`src/design/ppq_pkg.sv`:
```
package ppq_pkg;

    localparam int HANDLE_W        = 8;
    localparam int PRIO_W          = 4;
    localparam int RUN_W           = 5;
    localparam int STATUS_W        = 3;
    localparam int PRIORITY_LEVELS = 16;
    localparam int STACK_IDX_W     = 4;
    localparam int STACK_DEPTH_W   = 5;
    localparam logic [RUN_W-1:0] IDLE_LEVEL = RUN_W'(PRIORITY_LEVELS);

    typedef enum logic [1:0] {
        OPC_ADD      = 2'd0,
        OPC_DISPATCH = 2'd1,
        OPC_FINISH   = 2'd2,
        OPC_NONE     = 2'd3
    } opcode_t;

    typedef enum logic [STATUS_W-1:0] {
        ST_OK         = 3'd0,
        ST_FULL       = 3'd1,
        ST_EMPTY      = 3'd2,
        ST_NOT_URGENT = 3'd3,
        ST_NOT_RUN    = 3'd4
    } status_t;

    typedef struct packed {
        opcode_t             op;
        logic [HANDLE_W-1:0] handle;
        logic [PRIO_W-1:0]   prio;
    } cmd_t;

    typedef struct packed {
        logic full;
        logic empty;
    } fifo_status_t;

endpackage

```
`src/design/ppq_front.sv`:
```
module ppq_front (
    input  logic                         aclk,
    input  logic                         aresetn,
    input  logic                         s_valid,
    output logic                         s_ready,
    input  logic [1:0]                   s_opcode,
    input  logic [ppq_pkg::HANDLE_W-1:0] s_task_handle,
    input  logic [ppq_pkg::PRIO_W-1:0]   s_task_priority,
    input  ppq_pkg::fifo_status_t        fifo_status,
    output logic                         push,
    output ppq_pkg::cmd_t                push_cmd
);
    import ppq_pkg::*;

    logic    valid_reg;
    logic    valid_next;
    cmd_t    cmd_reg;
    cmd_t    cmd_next;
    opcode_t op_dec;

    // every 2-bit value is a member, the unused one decodes to OPC_NONE
    assign op_dec = opcode_t'(s_opcode);

    assign push     = valid_reg && !fifo_status.full;
    assign s_ready  = !valid_reg || !fifo_status.full;
    assign push_cmd = cmd_reg;

    always_comb begin
        valid_next = valid_reg;
        cmd_next   = cmd_reg;
        if (push) begin
            valid_next = 1'b0;
        end
        if (s_valid && s_ready) begin
            valid_next = 1'b1;
            cmd_next.op     = op_dec;
            cmd_next.handle = s_task_handle;
            // priority only matters for an add
            cmd_next.prio   = (op_dec == OPC_ADD) ? s_task_priority : '0;
        end
    end

    always_ff @(posedge aclk) begin
        if (!aresetn) begin
            valid_reg <= 1'b0;
        end else begin
            valid_reg <= valid_next;
        end
        cmd_reg <= cmd_next;
    end

endmodule

```
`src/design/ppq_fifo.sv`:
```
module ppq_fifo (
    input  logic                  aclk,
    input  logic                  aresetn,
    input  logic                  push,
    input  ppq_pkg::cmd_t         push_cmd,
    output ppq_pkg::fifo_status_t fifo_status,
    input  logic                  pop,
    output ppq_pkg::cmd_t         pop_cmd
);
    import ppq_pkg::*;

    cmd_t       slot_reg [2];
    logic       wr_ptr_reg;
    logic       wr_ptr_next;
    logic       rd_ptr_reg;
    logic       rd_ptr_next;
    logic [1:0] count_reg;
    logic [1:0] count_next;

    assign fifo_status.full  = (count_reg == 2'd2);
    assign fifo_status.empty = (count_reg == 2'd0);
    assign pop_cmd           = slot_reg[rd_ptr_reg];

    always_comb begin
        wr_ptr_next = wr_ptr_reg;
        rd_ptr_next = rd_ptr_reg;
        count_next  = count_reg;
        if (push) begin
            wr_ptr_next = !wr_ptr_reg;
        end
        if (pop) begin
            rd_ptr_next = !rd_ptr_reg;
        end
        if (push && !pop) begin
            count_next = count_reg + 2'd1;
        end else if (pop && !push) begin
            count_next = count_reg - 2'd1;
        end
    end

    always_ff @(posedge aclk) begin
        if (!aresetn) begin
            wr_ptr_reg <= 1'b0;
            rd_ptr_reg <= 1'b0;
            count_reg  <= 2'd0;
        end else begin
            wr_ptr_reg <= wr_ptr_next;
            rd_ptr_reg <= rd_ptr_next;
            count_reg  <= count_next;
        end
        if (push) begin
            slot_reg[wr_ptr_reg] <= push_cmd;
        end
    end

endmodule

```
`src/design/ppq_back.sv`:
```
module ppq_back #(
    parameter int QUEUE_DEPTH = 16
) (
    input  logic                         aclk,
    input  logic                         aresetn,
    input  ppq_pkg::fifo_status_t        fifo_status,
    input  ppq_pkg::cmd_t                pop_cmd,
    output logic                         pop,
    output logic                         m_valid,
    input  logic                         m_ready,
    output logic [ppq_pkg::STATUS_W-1:0] m_status,
    output logic [ppq_pkg::HANDLE_W-1:0] m_dispatched_handle,
    output logic [ppq_pkg::PRIO_W-1:0]   m_dispatched_priority,
    output logic [ppq_pkg::RUN_W-1:0]    m_running_priority
);
    import ppq_pkg::*;

    localparam int CNT_W = $clog2(QUEUE_DEPTH + 1);

    // sorted entries, head at index zero
    logic [PRIO_W-1:0]   prio_reg   [QUEUE_DEPTH];
    logic [PRIO_W-1:0]   prio_next  [QUEUE_DEPTH];
    logic [HANDLE_W-1:0] handle_reg [QUEUE_DEPTH];
    logic [HANDLE_W-1:0] handle_next[QUEUE_DEPTH];
    logic [QUEUE_DEPTH-1:0] keep;

    logic [CNT_W-1:0]         count_reg;
    logic [CNT_W-1:0]         count_next;
    logic [RUN_W-1:0]         cur_reg;
    logic [RUN_W-1:0]         cur_next;
    logic [RUN_W-1:0]         stack_reg [PRIORITY_LEVELS];
    logic [STACK_DEPTH_W-1:0] depth_reg;
    logic [STACK_DEPTH_W-1:0] depth_next;
    logic [STACK_DEPTH_W-1:0] depth_dec;

    logic                m_valid_reg;
    logic                m_valid_next;
    status_t             status_reg;
    status_t             status_next;
    logic [HANDLE_W-1:0] hd_reg;
    logic [HANDLE_W-1:0] hd_next;
    logic [PRIO_W-1:0]   pr_reg;
    logic [PRIO_W-1:0]   pr_next;
    logic [RUN_W-1:0]    run_reg;

    logic do_insert;
    logic do_remove;
    logic do_push;

    assign pop       = !fifo_status.empty && (!m_valid_reg || m_ready);
    assign depth_dec = depth_reg - STACK_DEPTH_W'(1);

    // entry i stays put when it is valid and not less urgent than the new task
    for (genvar i = 0; i < QUEUE_DEPTH; i++) begin : g_entry
        assign keep[i] = (CNT_W'(i) < count_reg) && (prio_reg[i] <= pop_cmd.prio);

        always_comb begin
            prio_next[i]   = prio_reg[i];
            handle_next[i] = handle_reg[i];
            if (do_insert && !keep[i]) begin
                if (i == 0) begin
                    prio_next[i]   = pop_cmd.prio;
                    handle_next[i] = pop_cmd.handle;
                end else if (keep[(i == 0) ? 0 : i - 1]) begin
                    prio_next[i]   = pop_cmd.prio;
                    handle_next[i] = pop_cmd.handle;
                end else begin
                    prio_next[i]   = prio_reg[(i == 0) ? 0 : i - 1];
                    handle_next[i] = handle_reg[(i == 0) ? 0 : i - 1];
                end
            end else if (do_remove && (i < QUEUE_DEPTH - 1)) begin
                prio_next[i]   = prio_reg[(i < QUEUE_DEPTH - 1) ? i + 1 : i];
                handle_next[i] = handle_reg[(i < QUEUE_DEPTH - 1) ? i + 1 : i];
            end
        end
    end

    always_comb begin
        do_insert   = 1'b0;
        do_remove   = 1'b0;
        do_push     = 1'b0;
        status_next = ST_OK;
        hd_next     = '0;
        pr_next     = '0;
        count_next  = count_reg;
        cur_next    = cur_reg;
        depth_next  = depth_reg;
        if (pop) begin
            case (pop_cmd.op)
                OPC_ADD: begin
                    if (count_reg == CNT_W'(QUEUE_DEPTH)) begin
                        status_next = ST_FULL;
                    end else begin
                        do_insert  = 1'b1;
                        count_next = count_reg + CNT_W'(1);
                    end
                end
                OPC_DISPATCH: begin
                    if (count_reg == '0) begin
                        status_next = ST_EMPTY;
                    end else if ({1'b0, prio_reg[0]} >= cur_reg ||
                                 depth_reg >= STACK_DEPTH_W'(PRIORITY_LEVELS)) begin
                        status_next = ST_NOT_URGENT;
                    end else begin
                        do_remove  = 1'b1;
                        do_push    = 1'b1;
                        hd_next    = handle_reg[0];
                        pr_next    = prio_reg[0];
                        count_next = count_reg - CNT_W'(1);
                        cur_next   = {1'b0, prio_reg[0]};
                        depth_next = depth_reg + STACK_DEPTH_W'(1);
                    end
                end
                OPC_FINISH: begin
                    if (depth_reg == '0) begin
                        status_next = ST_NOT_RUN;
                    end else begin
                        depth_next = depth_dec;
                        cur_next   = stack_reg[depth_dec[STACK_IDX_W-1:0]];
                    end
                end
                default: begin
                    status_next = ST_OK;
                end
            endcase
        end
    end

    always_comb begin
        m_valid_next = m_valid_reg;
        if (pop) begin
            m_valid_next = 1'b1;
        end else if (m_ready) begin
            m_valid_next = 1'b0;
        end
    end

    always_ff @(posedge aclk) begin
        if (!aresetn) begin
            count_reg   <= '0;
            cur_reg     <= IDLE_LEVEL;
            depth_reg   <= '0;
            m_valid_reg <= 1'b0;
        end else begin
            count_reg   <= count_next;
            cur_reg     <= cur_next;
            depth_reg   <= depth_next;
            m_valid_reg <= m_valid_next;
        end
        for (int k = 0; k < QUEUE_DEPTH; k++) begin
            prio_reg[k]   <= prio_next[k];
            handle_reg[k] <= handle_next[k];
        end
        if (do_push) begin
            stack_reg[depth_reg[STACK_IDX_W-1:0]] <= cur_reg;
        end
        if (pop) begin
            status_reg <= status_next;
            hd_reg     <= hd_next;
            pr_reg     <= pr_next;
            run_reg    <= cur_next;
        end
    end

    assign m_valid               = m_valid_reg;
    assign m_status              = status_reg;
    assign m_dispatched_handle   = hd_reg;
    assign m_dispatched_priority = pr_reg;
    assign m_running_priority    = run_reg;

endmodule

```
`src/design/preemptive_priority_task_queue_top.sv`:
```
// path: a word accepted on s_ passes the front register and the two-word queue, then is registered onto m_
// throughput: one word per cycle while m_ready stays high; each op updates the whole sorted entry row at once
// the front stage and a two-word queue let input and result sides stall on their own
// reset (aresetn low, synchronous): queue empty, nothing running (level 16),
// nesting depth zero, no result pending
module preemptive_priority_task_queue_top #(
    parameter int QUEUE_DEPTH = 16
) (
    input  logic                         aclk,
    input  logic                         aresetn,
    input  logic                         s_valid,
    output logic                         s_ready,
    input  logic [1:0]                   s_opcode,
    input  logic [ppq_pkg::HANDLE_W-1:0] s_task_handle,
    input  logic [ppq_pkg::PRIO_W-1:0]   s_task_priority,
    output logic                         m_valid,
    input  logic                         m_ready,
    output logic [ppq_pkg::STATUS_W-1:0] m_status,
    output logic [ppq_pkg::HANDLE_W-1:0] m_dispatched_handle,
    output logic [ppq_pkg::PRIO_W-1:0]   m_dispatched_priority,
    output logic [ppq_pkg::RUN_W-1:0]    m_running_priority
);
    import ppq_pkg::*;

    fifo_status_t fifo_status;
    logic         push;
    logic         pop;
    cmd_t         push_cmd;
    cmd_t         pop_cmd;

    ppq_front u_front (
        .aclk            (aclk),
        .aresetn         (aresetn),
        .s_valid         (s_valid),
        .s_ready         (s_ready),
        .s_opcode        (s_opcode),
        .s_task_handle   (s_task_handle),
        .s_task_priority (s_task_priority),
        .fifo_status     (fifo_status),
        .push            (push),
        .push_cmd        (push_cmd)
    );

    ppq_fifo u_fifo (
        .aclk        (aclk),
        .aresetn     (aresetn),
        .push        (push),
        .push_cmd    (push_cmd),
        .fifo_status (fifo_status),
        .pop         (pop),
        .pop_cmd     (pop_cmd)
    );

    ppq_back #(
        .QUEUE_DEPTH (QUEUE_DEPTH)
    ) u_back (
        .aclk                  (aclk),
        .aresetn               (aresetn),
        .fifo_status           (fifo_status),
        .pop_cmd               (pop_cmd),
        .pop                   (pop),
        .m_valid               (m_valid),
        .m_ready               (m_ready),
        .m_status              (m_status),
        .m_dispatched_handle   (m_dispatched_handle),
        .m_dispatched_priority (m_dispatched_priority),
        .m_running_priority    (m_running_priority)
    );

endmodule
```
`config.mk`:
```
export PLATFORM = sky130hd
export DESIGN_NAME = preemptive_priority_task_queue_top
export DESIGN_NICKNAME = d
export VERILOG_FILES = /design/src/design/ppq_pkg.sv /design/src/design/ppq_front.sv /design/src/design/ppq_fifo.sv /design/src/design/ppq_back.sv /design/src/design/preemptive_priority_task_queue_top.sv
export SDC_FILE = /design/constraint.sdc
export NUM_CORES = 1
export LEC_CHECK = 0
export BUFFER_PORTS_ARGS = -buffer_cell sky130_fd_sc_hd__buf_2
export CORE_ASPECT_RATIO = 0.5
export CORE_UTILIZATION = 50
export CTS_CLUSTER_DIAMETER = 50
export DETAILED_ROUTE_END_ITERATION = 10
export PLACE_DENSITY = 0.73
export SYNTH_ARGS = -nofsm -noshare
export SYNTH_HDL_FRONTEND = slang
export SYNTH_HIERARCHICAL = 1
export SYNTH_SLANG_ARGS = --single-unit
```
`constraint.sdc`:
```
create_clock -name aclk -period 12.3 [get_ports aclk]
set_input_delay 1.845 -clock aclk [delete_from_list [all_inputs] [get_ports aclk]]
set_output_delay 1.845 -clock aclk [all_outputs]
set_load 0.005 [all_outputs]
```
==> flow_metrics.py, run 1 <==
metrics = {
    "sta": {
        "clock_skew_ns": 0.01482,
        "worst_slack_ns": 7.580,
        "max_freq_mhz": 211.9,
        "finalMaxSlewViolations": 0,
        "setup_viol": 0,
        "worstMarginPinSlew_ns": 1.381,
        "fin_tns_setup_ns": 0,
        "slew-limit-headroom_pct": 7.594,
        "rsz0062_at_grt": "no",
        "period_share_pct": 38.37,
        "finalHoldViolations": 0,
        "finalCriticalPeriod_ns": 4.720,
    },
    "layout": {
        "finalInstanceArea_sq_mm": 0.02007,
        "nNetsFinal": 1621,
        "fill_cells": 2892,
        "mostFrequentLayoutCells": "edfxtp_1, nor2_1, o21ai_0",
        "final_common_cell": "edfxtp_1",
        "area_delta_synth_final_pct": 9.331,
        "largest_reg_flops": 128,
        "antenna_cells": 0,
        "finalNonFillerCells": 2033,
        "post-route-util_pct": 55.67,
        "drive_above_1_share_pct": 12.20,
    },
    "job": {
        "maxCapViolCount": 0,
    },
    "critical_path": {
        "end_kind": "flop",
        "crit_path_cell_trace": "mux2_2, inv_1, ha_1, nor2b_1, o211ai_1, nand3b_1, a22oi_1, buf_4, nand2b_1, nand2_1",
        "slowest_delay_ns": 0.73,
        "cp_top_family": "simple AND/OR/NAND/NOR gates",
        "cp-start-kind": "flop",
        "critPathKind": "flop to flop",
        "path_max_fanout": 17,
        "critPathSlowestCell": "dfxtp_1",
        "critPathBufInv": 2,
        "critical_path_required_ns": 12.45,
        "critPathArrivalTime_ns": 4.87,
    },
    "yosys": {
        "synthesis.area_sq_mm": 0.01836,
        "synth_compound_area_share_pct": 10.36,
        "ys_types": 62,
        "yosys_warnings": 6,
        "ys.flop_type": "edfxtp_1",
        "synth-simple-area-share_pct": 10.94,
        "syn_area_per_cell_sq_um": 12.07,
        "synth_edf_count": 334,
        "syn_nets": 1620,
        "ys_seq_area_share_pct": 57.03,
        "muxShareOfSynthArea_pct": 12.14,
        "syn_inst": 1521,
        "async_reset_ff_share_pct": 0,
        "synthXorXnorAreaFrac_pct": 0.7565,
        "synth_adder_area_share_pct": 5.521,
        "synth_top_family_by_area": "multiplexers",
        "ys_ff_latch": 356,
    },
    "placement": {
        "placed_area_sq_mm": 0.01885,
        "io_buffers": 39,
        "gp_congestion": 0.8575,
        "hpwl_microns": 31160,
        "post-place-cells": 1967,
        "dp_slack_ns": 7.400,
    },
    "clock_tree": {
        "clock_latency_ns": 0.54,
        "clk_pin_slew_ns": 0.06,
        "cts_resized": 0,
        "cts_max_level": 2,
        "postCtsSetupBuffers": 0,
        "ctsHoldBuffers": 0,
        "cts_buffers": 36,
        "clock_tree.buffer_depth": 3,
        "cts.sinks": 356,
        "cts_tree": "built",
        "root_buffer": "clkbuf_16",
    },
    "routing": {
        "num_vias": 12590,
        "wire_per_inst_microns": 22.43,
        "drt_iter0_markers": 1364,
        "antenna_left": 0,
        "routed_wirelength_microns": 45610,
        "dr.pass1.iters": 7,
        "drc": 0,
        "vias_per_cell": 6.190,
    },
    "die": {
        "dieWidth_microns": 273.0,
        "rows": 49,
        "coreArea_sq_mm": 0.03605,
        "dieArea_sq_mm": 0.03753,
        "die_h_microns": 137.5,
        "io-pin-count": 40,
        "start_util_pct": 50.92,
    },
    "pwr": {
        "leakagePower_uw": 0.007200,
        "power_density_mw_per_mm2": 221.3,
        "max-vdd-ir-drop_uv": 156.4,
    },
    "grt": {
        "use_met2_pct": 40.99,
        "first_global_vias": 12430,
        "grt_antenna_before_repair": 0,
        "met1_usage_pct": 31.40,
        "grt_first_pass_wirelength_microns": 69700,
        "grt_use_total_pct": 24.25,
        "grt_use_met3_pct": 4.357,
        "grt_max_degree": 33,
        "top_usage_layer": "met2",
        "grt_overflow": 0,
    },
    "outcome": {
        "status": "finished clean",
    },
    "min_path": {
        "hold_class": "flop to flop",
    },
}
==> final timing paths <==
check | start | endpoint | slack, ns | depth (start not counted)
min | u_front/push_cmd[10] | u_fifo/slot_reg[1][10] | 0.45 | 0
max reg2reg | flop | u_back/prio_reg[0][0] | 7.58 | 10
max | flop | u_back/prio_reg[0][0] | 7.58 | 10
min reg2reg | u_front/push_cmd[10] | u_fifo/slot_reg[1][10] | 0.45 | 0
==> synthesized netlist by cell type (2+ instances only) <==
master	count	share of area, %
o31a_1	2	0.095
nor3_1	12	0.33
and3_1	3	0.10
o211ai_1	8	0.33
nand2b_1	16	0.55
buf_4	8	0.33
dfxtp_1	22	2.4
a22oi_1	6	0.25
nand3_1	61	1.7
nand3b_1	2	0.082
nor2_1	145	3.0
edfxtp_1	334	55
mux4_2	10	1.2
clkbuf_1	49	1.0
buf_2	36	0.98
and2_1	34	1.2
a31o_2	2	0.095
buf_6	3	0.18
a21o_1	3	0.12
and4_1	2	0.095
a21oi_1	80	2.2
xor2_1	5	0.24
xnor2_1	9	0.43
a211oi_2	2	0.14
o21ai_1	4	0.11
o21ai_0	126	3.4
and2b_2	2	0.095
mux2_2	47	2.9
a31oi_1	53	1.8
ha_1	81	5.5
nand2_1	92	1.9
inv_1	37	0.76
nor2b_1	24	0.82
mux2i_1	121	6.6
nand4_1	14	0.48
nor3b_1	3	0.12
o31ai_1	2	0.082
mux4_1	10	1.4
o211a_1	2	0.11
or3_1	3	0.10
a21oi_2	4	0.19
o21a_1	21	0.86
nor2_2	2	0.068
==> worst reg2reg max path, cell delays in order (launching register included) <==
cell      delay (ns)
dfxtp_1         0.73
mux2_2          0.61
inv_1           0.66
ha_1            0.37
nor2b_1         0.14
o211ai_1        0.18
nand3b_1        0.10
a22oi_1         0.18
buf_4           0.28
nand2b_1        0.55
nand2_1         0.51
==> final cells by class <==
type	instances	area [sq um]	share of cell area, %
multi-input combinational	1032	7296	36.35
clock buffer	52	1044	5.199
tap	484	605.6	3.017
clock inverter	13	173.9	0.8665
timing repair buffer	59	342.8	1.708
sequential	356	10470	52.17
inverter	37	138.9	0.6920
==> kinds of logic after synthesis <==
kind of cell,Yosys count
AOI/OAI and AO/OA,325
xor gates and xnor gates,15
adders and majority gates,81
buffers and inverters,133
DFF,356
muxes,188
and+or+nand+nor,423
==> power breakdown <==
part	switching [uW]	leakage [uW]	internal, uW
Clock	459	0.000599	675
Sequential	178	0.00319	1660
Combinational	923	0.00341	539
Total	1560	0.00720	2880
==> per-stage QoR <==
stage,power (uW),hold WS (ns)
3_3_place_gp,3210,0.4238
5_1_grt,4647,0.4657
4_1_cts,4424,0.4507
3_5_place_dp,3288,0.4395
2_1_floorplan,2845,0.4215
6_report,4441,0.4518
==> per-layer routing <==
metal,part of all wire (%),vias to the layer above
li1,-,5687
met1,41,6265
met2,48,536
met3,7.7,97
met4,3.2,0
met5,0,-
Power figures use the tool's default switching activity.
==> run 2, diff against run 1 <==
--- a/config.mk
+++ b/config.mk
@@ -10,7 +10,7 @@
 export CORE_UTILIZATION = 50
 export CTS_CLUSTER_DIAMETER = 50
 export DETAILED_ROUTE_END_ITERATION = 10
-export PLACE_DENSITY = 0.73
+export PLACE_DENSITY = 0.75
 export SYNTH_ARGS = -nofsm -noshare
 export SYNTH_HDL_FRONTEND = slang
 export SYNTH_HIERARCHICAL = 1
==> constraint.sdc (replaced) <==
create_clock -name aclk -period 3.9 [get_ports aclk]
set_input_delay 0.585 -clock aclk [delete_from_list [all_inputs] [get_ports aclk]]
set_output_delay 0.585 -clock aclk [all_outputs]
set_load 0.005 [all_outputs]
==> run 2 against run 1 <==
  * Maximum frequency is 35% higher
  * Total power rose to 3.1 times the previous value
  * Sequential power grew to 3.1 times the previous value
  * Critical path depth is 2 lower
  * Final cell count up 1.6%
  * Register-to-register slack worse by 7.2 ns
  * Combinational power grew to 3.2 times the previous value
  * Highest routed layer unchanged
  * Clock power grew to 2.9 times the previous value
  * First-iteration DRC count is 14% higher
  * Final area grew 0.74%
  * Flip-flop and latch count is the same
==> flow_metrics.py, run 2 (synthesized netlist as in run 1, its figures left out) <==
metrics = {
    "clock_tree": {
        "ctsHoldBuffers": 0,
        "postCtsSetupBuffers": 0,
        "root_buffer": "clkbuf_16",
        "cts_buffers": 37,
        "clk_pin_slew_ns": 0.07,
        "cts_resized": 0,
        "cts_max_level": 2,
        "cts.sinks": 356,
        "clock_latency_ns": 0.54,
        "cts_tree": "built",
        "clock_tree.buffer_depth": 3,
    },
    "routing": {
        "dr.pass1.iters": 8,
        "vias_per_cell": 6.110,
        "drt_iter0_markers": 1557,
        "antenna_left": 0,
        "highest_layer": "met4",
        "wl_met2_microns": 20960,
        "drc": 0,
        "wl_met3_microns": 3937,
        "wire_per_inst_microns": 22.03,
        "routed_wirelength_microns": 45490,
        "num_vias": 12620,
        "wl_met1_microns": 19060,
    },
    "layout": {
        "antenna_cells": 0,
        "final_common_cell": "edfxtp_1",
        "drive_above_1_share_pct": 13.98,
        "ff_latch_area_sq_mm": 0.01047,
        "post-route-util_pct": 56.09,
        "area_delta_synth_final_pct": 10.14,
        "largest_reg_flops": 128,
        "fill_cells": 2909,
        "multi_input_area_sq_mm": 0.007296,
        "mostFrequentLayoutCells": "edfxtp_1, nor2_1, o21ai_0",
        "nNetsFinal": 1656,
    },
    "critical_path": {
        "slowest_delay_ns": 0.61,
        "end_kind": "flop",
        "critPathKind": "flop to flop",
        "path_max_fanout": 12,
        "cp.depth": 8,
        "critPathSlowestCell": "nor3_1",
        "rrSetupSlack_ns": 0.40,
        "critical_path_required_ns": 4.07,
        "critPathBufInv": 1,
        "r2r_cells": 8,
        "cp_top_family": "simple AND/OR/NAND/NOR gates",
        "critPathArrivalTime_ns": 3.67,
        "cp-start-kind": "flop",
        "crit_path_cell_trace": "mux2_2, inv_1, ha_1, nor4b_1, o21a_1, and2_1, nand2_1, nor3_1",
    },
    "grt": {
        "grt_first_pass_wirelength_microns": 69660,
        "first_global_vias": 12190,
        "grt_overflow": 0,
        "grt_use_total_pct": 24.47,
        "grt_antenna_before_repair": 1,
        "grt_max_degree": 26,
    },
    "placement": {
        "gp_congestion": 0.9022,
        "io_buffers": 39,
        "hpwl_microns": 31010,
    },
    "pwr": {
        "power_density_mw_per_mm2": 683.5,
        "pwr-share-comb_pct": 34.3,
        "pwr-share-seq_pct": 41.8,
        "p_switching_uw": 4949,
        "max-vdd-ir-drop_uv": 404.2,
        "clockPowerShare_pct": 24.0,
        "p_int_uw": 8871,
        "swShare_pct": 35.81,
        "leakagePower_uw": 0.007304,
    },
    "sta": {
        "finalMaxSlewViolations": 0,
        "rsz0062_at_grt": "no",
        "max_freq_mhz": 285.4,
        "period_share_pct": 89.84,
        "clock_skew_ns": 0.02811,
        "finalCriticalPeriod_ns": 3.504,
        "setup_viol": 0,
        "fin_tns_setup_ns": 0,
        "worstMarginPinSlew_ns": 1.126,
        "finalHoldViolations": 0,
        "slew-limit-headroom_pct": 24.46,
    },
    "outcome": {
        "status": "finished clean",
    },
    "die": {
        "dieWidth_microns": 273.0,
        "dieArea_sq_mm": 0.03753,
        "coreArea_sq_mm": 0.03605,
        "io-pin-count": 40,
        "start_util_pct": 50.92,
        "die_h_microns": 137.5,
        "rows": 49,
    },
    "min_path": {
        "min_path_cells": 1,
        "hold_class": "input pin to flop",
    },
    "job": {
        "maxCapViolCount": 0,
    },
}
==> run 2: changes by cell type in the layout (fill, tap and decap cells not counted), moves of 3 or more <==
| cell | before | now |
|---|---|---|
| buf_4 | 19 | 54 |
| bufinv_16 | 4 | 0 |
| clkbuf_8 | 4 | 1 |
| clkinv_2 | 6 | 3 |
| clkinvlp_4 | 0 | 4 |
==> run 2: metrics by stage <==
step	power (uW)	std cells	area, sq um	worst slack, ns	hold WS (ns)
after floorplan	8974	1521	18360	0.09463	0.4215
after global placement	10360	2002	19110	0.4881	0.4229
after detailed placement	10470	2002	19110	0.4061	0.4313
after CTS	13800	2065	20220	0.3582	0.1983
after global routing	14530	2065	20220	0.1746	0.2034
final	13820	2065	20220	0.3964	0.2196
==> run 2: layer usage <==
metal	GRT usage, %	up-vias
met5	0	-
met4	9.187	0
met3	4.810	127
met2	39.34	587
met1	33.11	6142
li1	-	5762
==> run 2: area by class of cell <==
type / instances / area share (%)
well taps: 484 / 2.995
multi-input cells: 1032 / 36.08
inverters: 37 / 0.6869
clock buffers: 47 / 4.920
repair buffers: 93 / 2.970
flip-flops and latches: 356 / 51.78
clock inverters: 16 / 0.5631
==> run 2: path summary, 6_finish.rpt <==
check,startpoint,endpoint
hold / removal,s_task_handle[3],u_front/push_cmd[7]
setup reg to reg,flop,u_back/stack_reg[1][4]
setup / recovery,flop,u_back/stack_reg[1][4]
hold reg to reg,u_front/push_cmd[6],u_fifo/slot_reg[0][6]
==> run 2: power by group through the flow <==
stage | Combinational [uW] | Clock, uW | Sequential (uW)
finish | 4740 | 3310 | 5770
detailed placement | 4640 | 0 | 5830
CTS | 4690 | 3360 | 5760
global placement | 4530 | 0 | 5820
global route | 5200 | 3490 | 5830
floorplan | 3390 | 0 | 5580
==> run 3, diff against run 2 <==
--- a/config.mk
+++ b/config.mk
@@ -10,7 +10,7 @@
 export CORE_UTILIZATION = 50
 export CTS_CLUSTER_DIAMETER = 50
 export DETAILED_ROUTE_END_ITERATION = 10
-export PLACE_DENSITY = 0.75
+export PLACE_DENSITY = 0.73
 export SYNTH_ARGS = -nofsm -noshare
 export SYNTH_HDL_FRONTEND = slang
 export SYNTH_HIERARCHICAL = 1
==> constraint.sdc (replaced) <==
create_clock -name aclk -period 3.3 [get_ports aclk]
set_input_delay 0.495 -clock aclk [delete_from_list [all_inputs] [get_ports aclk]]
set_output_delay 0.495 -clock aclk [all_outputs]
set_load 0.005 [all_outputs]
==> run 3 against run 2 <==
  * Worst setup slack worse by 0.18 ns
  * Combinational power up 22%
  * Highest routed layer unchanged
  * Maximum frequency up 13%
  * Core utilization up 1.1 points
  * Flip-flop and latch count unchanged
  * Final area up 2.0%
==> flow_metrics.py, run 3 (synthesized netlist as in run 1, its figures left out) <==
metrics = {
    "layout": {
        "post-route-util_pct": 57.22,
        "nNetsFinal": 1674,
        "mostFrequentLayoutCells": "edfxtp_1, nor2_1, o21ai_0",
        "final_common_cell": "edfxtp_1",
        "antenna_cells": 0,
        "multi_input_area_sq_mm": 0.007316,
        "drive_above_1_share_pct": 15.84,
        "largest_reg_flops": 128,
        "ff_latch_area_sq_mm": 0.01047,
        "area_delta_synth_final_pct": 12.36,
        "fill_cells": 2792,
    },
    "critical_path": {
        "cp-start-kind": "flop",
        "crit_path_cell_trace": "ha_1, nand2b_1, a31oi_1, o21a_1, nand2_1, buf_4, nand2b_1",
        "reg2reg_from": "u_back/cur_reg[0]",
        "critical_path_required_ns": 3.47,
        "path_max_fanout": 18,
        "critPathArrivalTime_ns": 3.25,
        "rrSetupSlack_ns": 0.21,
        "path_common_cell": "nand2b_1",
        "r2r_end": "u_back/handle_reg[0][26]",
        "critPathSlowestCell": "dfxtp_1",
        "setup.worst_path.end": "u_back/handle_reg[0][26]",
        "end_kind": "flop",
        "slowest_delay_ns": 0.73,
        "r2r_cells": 7,
        "critPathLaunch": "u_back/cur_reg[0]",
        "critPathKind": "flop to flop",
    },
    "sta": {
        "finalMaxSlewViolations": 0,
        "finalCriticalPeriod_ns": 3.088,
        "max_freq_mhz": 323.9,
        "rsz0062_at_grt": "no",
        "fin_tns_setup_ns": 0,
        "slew-limit-headroom_pct": 33.25,
        "setup_viol": 0,
        "worstMarginPinSlew_ns": 1.001,
        "clock_skew_ns": 0.01002,
        "period_share_pct": 93.56,
        "finalHoldViolations": 0,
    },
    "job": {
        "maxCapViolCount": 0,
    },
    "placement": {
        "hpwl_microns": 32440,
        "gp_congestion": 0.8919,
        "io_buffers": 39,
    },
    "grt": {
        "grt_overflow": 0,
        "grt_first_pass_wirelength_microns": 70630,
        "grt_use_total_pct": 24.71,
        "first_global_vias": 12590,
        "grt_max_degree": 26,
        "grt_antenna_before_repair": 0,
    },
    "clock_tree": {
        "root_buffer": "clkbuf_16",
        "cts_buffers": 37,
        "clock_tree.buffer_depth": 3,
        "postCtsSetupBuffers": 0,
        "cts_max_level": 2,
        "cts.sinks": 356,
        "clock_latency_ns": 0.54,
        "cts_tree": "built",
        "clk_pin_slew_ns": 0.06,
        "ctsHoldBuffers": 0,
    },
    "die": {
        "rows": 49,
        "io-pin-count": 40,
        "coreArea_sq_mm": 0.03605,
        "start_util_pct": 50.92,
        "dieWidth_microns": 273.0,
        "dieArea_sq_mm": 0.03753,
        "die_h_microns": 137.5,
    },
    "routing": {
        "drt_iter0_markers": 1292,
        "antenna_left": 0,
        "routed_wirelength_microns": 46730,
        "wire_per_inst_microns": 22.38,
        "vias_per_cell": 6.138,
        "dr.pass1.iters": 6,
        "num_vias": 12820,
        "drc": 0,
    },
    "min_path": {
        "hold_class": "input pin to flop",
    },
    "pwr": {
        "power_density_mw_per_mm2": 831.5,
        "leakagePower_uw": 0.007526,
        "max-vdd-ir-drop_uv": 504.0,
    },
    "outcome": {
        "status": "finished clean",
    },
}
run 3: cell count changes in the layout (fill, tap and decap cells not counted), sizes merged:
| cell | previous run | this run |
|---|---|---|
| clkinvlp | 4 | 0 |
| clkbuf | 47 | 48 |
| bufinv | 0 | 7 |
| buf | 93 | 111 |
| clkinv | 9 | 10 |
run 3: worst min-delay path by stage:
stage                        start                    end  slack [ns]  cells past startpoint
4_1_cts           s_task_handle[6]   u_front/push_cmd[10]        0.11                      1
5_1_grt           s_task_handle[6]   u_front/push_cmd[10]        0.12                      1
3_3_place_gp   u_front/push_cmd[3]  u_fifo/slot_reg[0][3]        0.43                      0
3_5_place_dp   u_front/push_cmd[5]  u_fifo/slot_reg[1][5]        0.45                      0
2_1_floorplan  u_front/push_cmd[0]  u_fifo/slot_reg[0][0]        0.42                      0
6_report          s_task_handle[6]   u_front/push_cmd[10]        0.13                      1
run 3: final cells by class:
cell class                 count  share of cell area [%]
clock buffer                  48                   4.992
clock inverter                20                   1.450
inverter                      37                  0.6976
multi-input combinational   1032                   35.47
sequential                   356                   50.77
tap                          484                   2.936
timing repair buffer         111                   3.688
run 3: per-stage QoR:
step	cell area (sq um)	setup slack, ns	power (uW)	cells	hold WS (ns)
after detailed placement	19300	0.1918	12530	2020	0.4474
after CTS	20620	0.1592	17120	2088	0.1123
after floorplan	18390	0.006066	10630	1521	0.4215
final	20630	0.2124	17150	2088	0.1332
after global routing	20630	0.04472	17940	2088	0.1214
after global placement	19300	0.2437	12250	2020	0.4269
run 3: critical path, delay by kind of cell, from the launching register on:
family | cells | cell delay [ns]
AND/OR/NAND/NOR | 3 | 0.72
buffers and inverters | 1 | 0.25
flip-flops | 1 | 0.73
AO/OA/AOI/OAI | 2 | 0.67
adder cells (fa/ha/maj) | 1 | 0.34
run 3: what timing repair did:
item                                    CTS  global route
hold endpoints to repair                  0             0
endpoints found under the setup margin    0            34
resized for setup                         0             1
run 3: metal layers:
| layer | up-vias | share of wire (%) | track usage (%) |
|---|---|---|---|
| li1 | 5804 | - | - |
| met1 | 6365 | 42 | 31.47 |
| met2 | 530 | 48 | 42.70 |
| met3 | 117 | 7.3 | 4.618 |
| met4 | 0 | 2.8 | 8.411 |
| met5 | - | 0 | 0 |
run 3: power by group:
group	total [uW]	internal [uW]	switching (uW)
clock	4560	2780	1790
combinational	5790	2210	3580
sequential	6800	6200	596
total	17200	11200	5960
